$ cat src/qsl_pkg.sv
// ----------------------------------------------------------------------------
// qsl_pkg
// Shared constants and controller/datapath interface types for the quicksort
// sorter.
// ----------------------------------------------------------------------------
package qsl_pkg;

	localparam int MAX_ELEMENTS_DEF = 64;
	localparam int VALUE_BITS_DEF   = 32;

	typedef enum logic [4:0] {
		OP_IDLE,
		OP_LOAD,
		OP_START,
		OP_POP,
		OP_RANGE,
		OP_PIVOT,
		OP_PIVLD,
		OP_SCAN,
		OP_SWAP1,
		OP_SKIP,
		OP_SWAP2,
		OP_FIN1,
		OP_FIN2,
		OP_PUSH_HI,
		OP_PUSH_LO,
		OP_OUT_RD,
		OP_OUT_LD,
		OP_CLEAR
	} qsl_op_t;

	typedef struct packed {
		qsl_op_t op;
	} qsl_cmd_t;

	typedef struct packed {
		logic close_seen;
		logic count_lt2;
		logic sp_zero;
		logic scan_eq_hi;
		logic a_lt_pivot;
		logic out_free;
		logic k_done;
	} qsl_status_t;

endpackage

$ cat src/qsl_ctrl.sv
// ----------------------------------------------------------------------------
// qsl_ctrl
// Sequencer for load, partition passes, range stack handling and read-out.
// ----------------------------------------------------------------------------
module qsl_ctrl
	import qsl_pkg::*;
(
	input  logic        clk,
	input  logic        arst_n,
	input  qsl_status_t status,
	output qsl_cmd_t    cmd
);

	typedef enum logic [3:0] {
		ST_LOAD,
		ST_START,
		ST_POP,
		ST_RANGE,
		ST_PIVOT,
		ST_PIVLD,
		ST_SCAN,
		ST_CMP,
		ST_SWAP2,
		ST_FIN1,
		ST_FIN2,
		ST_PUSH_HI,
		ST_PUSH_LO,
		ST_OUT_RD,
		ST_OUT_LD
	} state_t;

	state_t state_q;
	state_t state_d;

	always_comb begin
		state_d = state_q;
		cmd.op  = OP_IDLE;
		case (state_q)
			ST_LOAD: begin
				cmd.op = OP_LOAD;
				if (status.close_seen) begin
					state_d = ST_START;
				end
			end
			ST_START: begin
				cmd.op  = OP_START;
				state_d = status.count_lt2 ? ST_OUT_RD : ST_POP;
			end
			ST_POP: begin
				cmd.op  = OP_POP;
				state_d = status.sp_zero ? ST_OUT_RD : ST_RANGE;
			end
			ST_RANGE: begin
				cmd.op  = OP_RANGE;
				state_d = ST_PIVOT;
			end
			ST_PIVOT: begin
				cmd.op  = OP_PIVOT;
				state_d = ST_PIVLD;
			end
			ST_PIVLD: begin
				cmd.op  = OP_PIVLD;
				state_d = ST_SCAN;
			end
			ST_SCAN: begin
				cmd.op  = OP_SCAN;
				state_d = status.scan_eq_hi ? ST_FIN1 : ST_CMP;
			end
			ST_CMP: begin
				if (status.a_lt_pivot) begin
					cmd.op  = OP_SWAP1;
					state_d = ST_SWAP2;
				end else begin
					cmd.op  = OP_SKIP;
					state_d = ST_SCAN;
				end
			end
			ST_SWAP2: begin
				cmd.op  = OP_SWAP2;
				state_d = ST_SCAN;
			end
			ST_FIN1: begin
				cmd.op  = OP_FIN1;
				state_d = ST_FIN2;
			end
			ST_FIN2: begin
				cmd.op  = OP_FIN2;
				state_d = ST_PUSH_HI;
			end
			ST_PUSH_HI: begin
				cmd.op  = OP_PUSH_HI;
				state_d = ST_PUSH_LO;
			end
			ST_PUSH_LO: begin
				cmd.op  = OP_PUSH_LO;
				state_d = ST_POP;
			end
			ST_OUT_RD: begin
				if (status.k_done) begin
					cmd.op  = OP_CLEAR;
					state_d = ST_LOAD;
				end else if (status.out_free) begin
					cmd.op  = OP_OUT_RD;
					state_d = ST_OUT_LD;
				end
			end
			ST_OUT_LD: begin
				cmd.op  = OP_OUT_LD;
				state_d = ST_OUT_RD;
			end
			default: begin
				state_d = ST_LOAD;
			end
		endcase
	end

	always_ff @(posedge clk or negedge arst_n) begin
		if (!arst_n) begin
			state_q <= ST_LOAD;
		end else begin
			state_q <= state_d;
		end
	end

endmodule

$ cat src/qsl_datapath.sv
// ----------------------------------------------------------------------------
// qsl_datapath
// Element memory, range stack memory, partition registers and output word
// register, driven by controller commands.
// ----------------------------------------------------------------------------
module qsl_datapath
	import qsl_pkg::*;
#(
	parameter int MAX_ELEMENTS = MAX_ELEMENTS_DEF,
	parameter int VALUE_BITS   = VALUE_BITS_DEF
) (
	input  logic                  clk,
	input  logic                  arst_n,
	input  qsl_cmd_t              cmd,
	output qsl_status_t           status,
	input  logic                  in_valid,
	output logic                  in_ready,
	input  logic [VALUE_BITS-1:0] in_value,
	input  logic                  in_last,
	output logic                  out_valid,
	input  logic                  out_ready,
	output logic [VALUE_BITS-1:0] out_value,
	output logic                  out_last,
	output logic                  out_dropped
);

	localparam int IDX_W       = $clog2(MAX_ELEMENTS);
	localparam int CNT_W       = $clog2(MAX_ELEMENTS + 1);
	localparam int STACK_DEPTH = MAX_ELEMENTS / 2;
	localparam int SP_W        = $clog2(STACK_DEPTH + 1);
	localparam int SADDR_W     = (STACK_DEPTH > 1) ? $clog2(STACK_DEPTH) : 1;
	localparam int ENTRY_W     = 2 * IDX_W;
	localparam logic [CNT_W-1:0] MAX_CNT = CNT_W'(MAX_ELEMENTS);

	logic [VALUE_BITS-1:0] elem_mem_q [0:MAX_ELEMENTS-1];
	logic [ENTRY_W-1:0]    stack_mem_q [0:(1 << SADDR_W)-1];

	logic [CNT_W-1:0]      count_q;
	logic                  ovf_q;
	logic [SP_W-1:0]       sp_q;
	logic [CNT_W-1:0]      k_q;
	logic [IDX_W-1:0]      lo_q;
	logic [IDX_W-1:0]      hi_q;
	logic [IDX_W-1:0]      slot_q;
	logic [IDX_W-1:0]      scan_q;
	logic [VALUE_BITS-1:0] pivot_q;
	logic [VALUE_BITS-1:0] rd_a_q;
	logic [VALUE_BITS-1:0] rd_b_q;
	logic [ENTRY_W-1:0]    stk_rd_q;
	logic                  m_valid_q;
	logic [VALUE_BITS-1:0] m_value_q;
	logic                  m_last_q;
	logic                  m_user_q;

	logic                  accept;
	logic                  has_room;
	logic                  we;
	logic [IDX_W-1:0]      waddr;
	logic [VALUE_BITS-1:0] wdata;
	logic                  re_a;
	logic [IDX_W-1:0]      raddr_a;
	logic                  re_b;
	logic                  s_we;
	logic [SADDR_W-1:0]    s_waddr;
	logic [ENTRY_W-1:0]    s_wdata;
	logic                  s_re;
	logic [SP_W-1:0]       sp_dec;
	logic [IDX_W:0]        slot_inc;
	logic                  push_hi_ok;
	logic                  push_lo_ok;
	logic [CNT_W-1:0]      count_dec;
	logic [CNT_W-1:0]      k_inc;

	assign in_ready  = (cmd.op == OP_LOAD);
	assign accept    = in_valid && in_ready;
	assign has_room  = (count_q < MAX_CNT);
	assign sp_dec    = sp_q - SP_W'(1);
	assign slot_inc  = {1'b0, slot_q} + (IDX_W + 1)'(1);
	assign push_hi_ok = (slot_inc < {1'b0, hi_q});
	assign push_lo_ok = ({1'b0, slot_q} > ({1'b0, lo_q} + (IDX_W + 1)'(1)));
	assign count_dec = count_q - CNT_W'(1);
	assign k_inc     = k_q + CNT_W'(1);

	assign status.close_seen = accept && in_last;
	assign status.count_lt2  = (count_q < CNT_W'(2));
	assign status.sp_zero    = (sp_q == '0);
	assign status.scan_eq_hi = (scan_q == hi_q);
	assign status.a_lt_pivot = ($signed(rd_a_q) < $signed(pivot_q));
	assign status.out_free   = !m_valid_q || out_ready;
	assign status.k_done     = (k_q == count_q);

	// element memory port control
	always_comb begin
		we      = 1'b0;
		waddr   = slot_q;
		wdata   = rd_a_q;
		re_a    = 1'b0;
		raddr_a = scan_q;
		re_b    = 1'b0;
		case (cmd.op)
			OP_LOAD: begin
				we    = accept && has_room;
				waddr = count_q[IDX_W-1:0];
				wdata = in_value;
			end
			OP_PIVOT: begin
				re_a    = 1'b1;
				raddr_a = hi_q;
			end
			OP_SCAN: begin
				re_a = 1'b1;
				re_b = 1'b1;
			end
			OP_SWAP1: begin
				we = 1'b1;
			end
			OP_SWAP2: begin
				we    = 1'b1;
				waddr = scan_q;
				wdata = rd_b_q;
			end
			OP_FIN1: begin
				we    = 1'b1;
				wdata = pivot_q;
			end
			OP_FIN2: begin
				we    = 1'b1;
				waddr = hi_q;
				wdata = rd_b_q;
			end
			OP_OUT_RD: begin
				re_a    = 1'b1;
				raddr_a = k_q[IDX_W-1:0];
			end
			default: begin
				we = 1'b0;
			end
		endcase
	end

	always_ff @(posedge clk) begin
		if (we) begin
			elem_mem_q[waddr] <= wdata;
		end
		if (re_a) begin
			rd_a_q <= elem_mem_q[raddr_a];
		end
		if (re_b) begin
			rd_b_q <= elem_mem_q[slot_q];
		end
	end

	// range stack port control
	always_comb begin
		s_we    = 1'b0;
		s_waddr = sp_q[SADDR_W-1:0];
		s_wdata = {lo_q, hi_q};
		s_re    = 1'b0;
		case (cmd.op)
			OP_START: begin
				s_we    = !status.count_lt2;
				s_waddr = '0;
				s_wdata = {{IDX_W{1'b0}}, count_dec[IDX_W-1:0]};
			end
			OP_POP: begin
				s_re = !status.sp_zero;
			end
			OP_PUSH_HI: begin
				s_we    = push_hi_ok;
				s_wdata = {slot_inc[IDX_W-1:0], hi_q};
			end
			OP_PUSH_LO: begin
				s_we    = push_lo_ok;
				s_wdata = {lo_q, slot_q - IDX_W'(1)};
			end
			default: begin
				s_we = 1'b0;
			end
		endcase
	end

	always_ff @(posedge clk) begin
		if (s_we) begin
			stack_mem_q[s_waddr] <= s_wdata;
		end
		if (s_re) begin
			stk_rd_q <= stack_mem_q[sp_dec[SADDR_W-1:0]];
		end
	end

	// control registers
	always_ff @(posedge clk or negedge arst_n) begin
		if (!arst_n) begin
			count_q   <= '0;
			ovf_q     <= 1'b0;
			sp_q      <= '0;
			k_q       <= '0;
			m_valid_q <= 1'b0;
		end else begin
			if (m_valid_q && out_ready) begin
				m_valid_q <= 1'b0;
			end
			case (cmd.op)
				OP_LOAD: begin
					if (accept && has_room) begin
						count_q <= count_q + CNT_W'(1);
					end
					if (accept && !has_room) begin
						ovf_q <= 1'b1;
					end
				end
				OP_START: begin
					k_q  <= '0;
					sp_q <= status.count_lt2 ? '0 : SP_W'(1);
				end
				OP_POP: begin
					if (!status.sp_zero) begin
						sp_q <= sp_dec;
					end
				end
				OP_PUSH_HI: begin
					if (push_hi_ok) begin
						sp_q <= sp_q + SP_W'(1);
					end
				end
				OP_PUSH_LO: begin
					if (push_lo_ok) begin
						sp_q <= sp_q + SP_W'(1);
					end
				end
				OP_OUT_LD: begin
					m_valid_q <= 1'b1;
					k_q       <= k_inc;
				end
				OP_CLEAR: begin
					count_q <= '0;
					ovf_q   <= 1'b0;
					sp_q    <= '0;
				end
				default: begin
					k_q <= k_q;
				end
			endcase
		end
	end

	// partition and output payload registers
	always_ff @(posedge clk) begin
		case (cmd.op)
			OP_RANGE: begin
				lo_q <= stk_rd_q[ENTRY_W-1:IDX_W];
				hi_q <= stk_rd_q[IDX_W-1:0];
			end
			OP_PIVOT: begin
				slot_q <= lo_q;
				scan_q <= lo_q;
			end
			OP_PIVLD: begin
				pivot_q <= rd_a_q;
			end
			OP_SKIP: begin
				scan_q <= scan_q + IDX_W'(1);
			end
			OP_SWAP2: begin
				slot_q <= slot_q + IDX_W'(1);
				scan_q <= scan_q + IDX_W'(1);
			end
			OP_OUT_LD: begin
				m_value_q <= rd_a_q;
				m_last_q  <= (k_inc == count_q);
				m_user_q  <= ovf_q;
			end
			default: begin
				pivot_q <= pivot_q;
			end
		endcase
	end

	assign out_valid   = m_valid_q;
	assign out_value   = m_value_q;
	assign out_last    = m_last_q;
	assign out_dropped = m_user_q;

endmodule

$ cat src/quicksort_lomuto_sorter.sv
// ----------------------------------------------------------------------------
// quicksort_lomuto_sorter
// Collects a set of signed values, sorts them ascending by quicksort with
// Lomuto partition and an explicit range stack, then streams them out.
// ----------------------------------------------------------------------------
// Loading takes one word per cycle, the word with tlast closing the set. The
// sort runs on a single element memory with one write port and two read
// ports: a popped range passes pop, setup, finish and two push steps, plus
// scan and compare steps per scanned element, a second swap step per swap;
// sort start and the final empty pop are steps of their own. Each word is
// read, then loaded into the output register when free. The input is not
// ready from the closing word until the clearing step after the last sorted
// word is loaded. Words beyond MAX_ELEMENTS are discarded; every output word
// of that set carries tuser set. No clearing pass after reset.
module quicksort_lomuto_sorter
	import qsl_pkg::*;
#(
	parameter int MAX_ELEMENTS = MAX_ELEMENTS_DEF,
	parameter int VALUE_BITS   = VALUE_BITS_DEF,
	localparam int DATA_W      = ((VALUE_BITS + 7) / 8) * 8
) (
	input  logic              clk,
	input  logic              arst_n,
	input  logic              s_axis_tvalid,
	output logic              s_axis_tready,
	input  logic [DATA_W-1:0] s_axis_tdata,  // value
	input  logic              s_axis_tlast,
	output logic              m_axis_tvalid,
	input  logic              m_axis_tready,
	output logic [DATA_W-1:0] m_axis_tdata,  // value_res
	output logic              m_axis_tlast,
	output logic              m_axis_tuser   // dropped
);

	qsl_cmd_t              cmd;
	qsl_status_t           status;
	logic [VALUE_BITS-1:0] out_value;

	qsl_ctrl u_ctrl (
		.clk    (clk),
		.arst_n (arst_n),
		.status (status),
		.cmd    (cmd)
	);

	qsl_datapath #(
		.MAX_ELEMENTS (MAX_ELEMENTS),
		.VALUE_BITS   (VALUE_BITS)
	) u_datapath (
		.clk         (clk),
		.arst_n      (arst_n),
		.cmd         (cmd),
		.status      (status),
		.in_valid    (s_axis_tvalid),
		.in_ready    (s_axis_tready),
		.in_value    (s_axis_tdata[VALUE_BITS-1:0]),
		.in_last     (s_axis_tlast),
		.out_valid   (m_axis_tvalid),
		.out_ready   (m_axis_tready),
		.out_value   (out_value),
		.out_last    (m_axis_tlast),
		.out_dropped (m_axis_tuser)
	);

	assign m_axis_tdata = DATA_W'(out_value);

endmodule
$ cat config.mk
export PLATFORM = sky130hd
export DESIGN_NAME = quicksort_lomuto_sorter
export DESIGN_NICKNAME = d
export VERILOG_FILES = /design/src/qsl_pkg.sv /design/src/qsl_ctrl.sv /design/src/qsl_datapath.sv /design/src/quicksort_lomuto_sorter.sv
export SDC_FILE = /design/constraint.sdc
export NUM_CORES = 2
export LEC_CHECK = 0
export BUFFER_PORTS_ARGS = -buffer_cell sky130_fd_sc_hd__buf_4
export CORE_ASPECT_RATIO = 1.5
export CORE_MARGIN = 3
export CORE_UTILIZATION = 30
export CTS_BUF_LIST = sky130_fd_sc_hd__clkbuf_8 sky130_fd_sc_hd__clkbuf_16
export CTS_CLUSTER_SIZE = 40
export DETAILED_ROUTE_END_ITERATION = 12
export SLEW_MARGIN = 20
export SYNTH_ARGS = -nofsm -noshare
export SYNTH_HDL_FRONTEND = slang
export SYNTH_SLANG_ARGS = --single-unit
$ cat constraint.sdc
create_clock -name clk -period 16.08 [get_ports clk]
set_clock_uncertainty 0.05 [all_clocks]
set_input_delay 0.804 -clock clk [delete_from_list [all_inputs] [get_ports clk]]
set_output_delay 0.804 -clock clk [all_outputs]
set_load 0.01 [all_outputs]
==> summary.md <==
| Metric | Value |
|---|---|
| PD cells | `212.2 mW/mm²` |
| Post-synth EDFFs | `2598` |
| Starting Density | `30.15%` |
| Critical path class | `reg -> reg` |
| Max-slew headroom at the worst pin | `12.61%` |
| Dpl cells | `12290` |
| Max cap viols | `0` |
| Post-synthesis sequential area ratio | `65.79%` |
| CTS resizes | `0` |
| CORE AREA | `0.3966 mm²` |
| Die boundary height | `779.2 µm` |
| Post-DP HPWL | `251.5 mm` |
| Hold WS | `232.4 ps` |
| Startpoint types | `flop` |
| Peak supply drop | `0.0003443 V` |
| Setup TNS Final | `0 ps` |
| Warnings, synthesis | `0` |
| Final Wtd Congestion | `0.8898` |
| GRT Total Usage | `20.62%` |
| Drt wl/cell | `33.89 µm` |
| Die area | `0.4063 mm²` |
| Ys async rst share | `0.9909%` |
| Post-route ant nets | `0` |
| Period minus WS final | `6936 ps` |
| Synthesized area per cell | `16.63 µm²` |
| PortBufs | `72` |
| Top cells by area, synth | `edfxtp_1 65%, mux4_2 15%, mux2i_1 4.9%, nand2_1 2.4%, o22ai_1 1.5%` |
| Clock tree from TritonCTS | `done` |
| Share of cells above drive strength 1 | `22.85%` |
| Post-synth cell types | `76` |
| Placement Rows | `283` |
| CP max FO | `132` |
| Setup crit end kind | `flop` |
| Crit share post-route | `43.13%` |
| Nets | `7337` |
| Clock transition at path regs | `70 ps` |
| Final WL | `431.1 mm` |
| Fmax achieved | `144.2 MHz` |
| CTS max path bufs | `4` |
| Hold path start | `m_axis_tready` |
| Root buffer cell | `clkbuf_16` |
| Register bit total from synthesis | `2624` |
| Worst Setup SP | `u_ctrl.state_q[0]` |
| Final Setup Violations | `0` |
| Largest net degree at the start of global routing | `207` |
| RSZ-0062 raised after global routing | `false` |
| Vias/cell | `5.929` |
| Yosys top cell area share | `65.25%` |
| Area Overhead vs Synth | `13.21%` |
| Req. time, crit path | `16630 ps` |
| Worst skew pair latency | `940 ps` |
| Finished Core Util | `34.13%` |
| Yosys top cell by area | `edfxtp_1` |
| # IOs | `73` |
| CTS Sinks | `2624` |
| Crit path arrival time | `7490 ps` |
| Status | `finished clean` |
| Worst reg2reg startpoint | `u_ctrl.state_q[0]` |
| Actual slew at the worst max-slew pin | `1311 ps` |
| DRC violations left | `0` |
| Layout fillers | `37410` |
| Slew Limit Fails | `0` |
| Grt ovf | `0` |
| H-tree depth | `4` |
| Min-Delay Path Class | `in -> reg` |
| Top FF cell, synth | `edfxtp_1` |
| Drt pass-1 iters | `9` |
| Syn Std Cell Area | `0.1196 mm²` |
| Vias in the first global route | `75410` |
| CTS Buf Count | `233` |
| Layout Cells excl Fill | `12720` |
| Horiz. Die Dim | `521.5 µm` |
| Most frequent cells in the layout | `2598 x edfxtp_1, 792 x mux4_2, 752 x nand2_1, 581 x mux2i_1, 360 x buf_4` |
| First-pass GRT wire length | `595.3 mm` |
| Antenna violations before repair | `18` |
| Gate Count Post-Synth | `7190` |
| Vias | `75420` |
| CTS Hold Bufs | `1` |
| Total leakage power | `43.50 nW` |
| Total power | `28.72 mW` |
| Hold Fails Final Rpt | `0` |
| Post-Syn Nets | `7277` |
| DR iter-0 viols | `10420` |
| Post-CTS setup buffers | `0` |
| Most common cell after layout, fill and taps aside | `edfxtp_1` |
sequential cells by signal, summed over array words and instances (netlist names), 7 cells and up:
| register | count |
|---|---|
| u_datapath.count_q | 7 |
| u_datapath.elem_mem_q | 2048 |
| u_datapath.k_q | 7 |
| u_datapath.out_value | 32 |
| u_datapath.pivot_q | 32 |
| u_datapath.rd_a_q | 32 |
| u_datapath.rd_b_q | 32 |
| u_datapath.stack_mem_q | 384 |
| u_datapath.stk_rd_q | 12 |
power breakdown:
group / internal (mW) / switching [mW] / total, mW
sequential: 9.79 / 0.334 / 10.1
clock: 3.16 / 2.60 / 5.76
combinational: 4.30 / 8.54 / 12.8
total: 17.3 / 11.5 / 28.7
worst max-delay path, cell delays in order (launching register included):
cell      delay [ps]
dfrtp_1          810
nand2b_1         400
nor3_2           280
a21bo_1          410
nand2_1          210
o31a_2           200
buf_12           590
buf_4            830
buf_4            790
buf_4            780
mux2i_1          280
o22ai_1          110
o21ai_0          300
and4_1           220
nand4_1           90
synthesized netlist by cell type, drive strengths merged (2+ instances only):
| master | count |
|---|---|
| ha | 50 |
| nor3b | 2 |
| nand4 | 47 |
| o22ai | 280 |
| a222oi | 2 |
| nand3 | 64 |
| or3 | 4 |
| o21ai | 227 |
| nor4 | 15 |
| o211ai | 38 |
| and3 | 73 |
| a22o | 73 |
| a31oi | 99 |
| nand2b | 9 |
| inv | 52 |
| a221o | 2 |
| mux2i | 581 |
| nor2b | 11 |
| o21a | 9 |
| a21boi | 3 |
| xnor2 | 25 |
| and2 | 7 |
| and4 | 37 |
| a21oi | 312 |
| mux4 | 792 |
| edfxtp | 2598 |
| dfrtp | 26 |
| mux2 | 17 |
| xor2 | 22 |
| clkbuf | 293 |
| a221oi | 65 |
| nor3 | 77 |
| or4 | 2 |
| nor2 | 106 |
| a22oi | 111 |
| or2 | 4 |
| a21o | 14 |
| o31ai | 7 |
| nand2 | 759 |
| o22a | 2 |
| buf | 257 |
cell type report:
cell class,instances,area (µm²),area share [%]
Inverter,52,195.2,0.1442
Timing Repair Buffer,375,3008,2.222
Multi-Input combinational cell,3964,39210,28.97
Sequential cell,2624,78670,58.12
Antenna cell,17,42.54,0.03143
Tap cell,5272,6596,4.873
Clock inverter,182,1778,1.314
Clock buffer,234,5856,4.326
metal layers:
metal	up-vias	global-route usage [%]	wire length [µm]
li1	29540	-	-
met1	39140	22.69	138700
met2	5217	34.45	208700
met3	1510	4.967	44410
met4	16	15.70	39130
met5	-	0	116
worst paths after layout:
kind	slack (ps)	cells past startpoint	endpoint
worst max-delay path	9140	14	u_datapath.rd_a_q[3]
worst min-delay path	230	3	u_datapath.out_valid
worst max register to register	9140	14	u_datapath.rd_a_q[3]
worst min register to register	370	0	u_datapath.hi_q[3]
max in group asynchronous	15200	2	u_datapath.sp_q[0]
min in group asynchronous	450	2	u_datapath.k_q[1]
cell families (layout without fill, tap and decap cells):
kind of cell | Yosys count | after routing | share of synthesized area (%)
AOI/OAI and AO/OA | 1256 | 1256 | 6.592
xor gates and xnor gates | 47 | 47 | 0.3443
adders and majority gates | 50 | 50 | 0.5232
buffers and inverters | 602 | 843 | 2.214
DFF | 2624 | 2624 | 65.79
muxes | 1390 | 1390 | 19.94
other | 0 | 17 | 0
and+or+nand+nor | 1221 | 1221 | 4.593
stage by stage:
stage / setup slack, ps / instance area [µm²]
after floorplan: 10090 / 119600
after global placement: 9309 / 127600
after detailed placement: 9230 / 127700
after CTS: 9197 / 135300
after global routing: 8798 / 135300
final: 9144 / 135400
(Power assumes the default switching activity.)
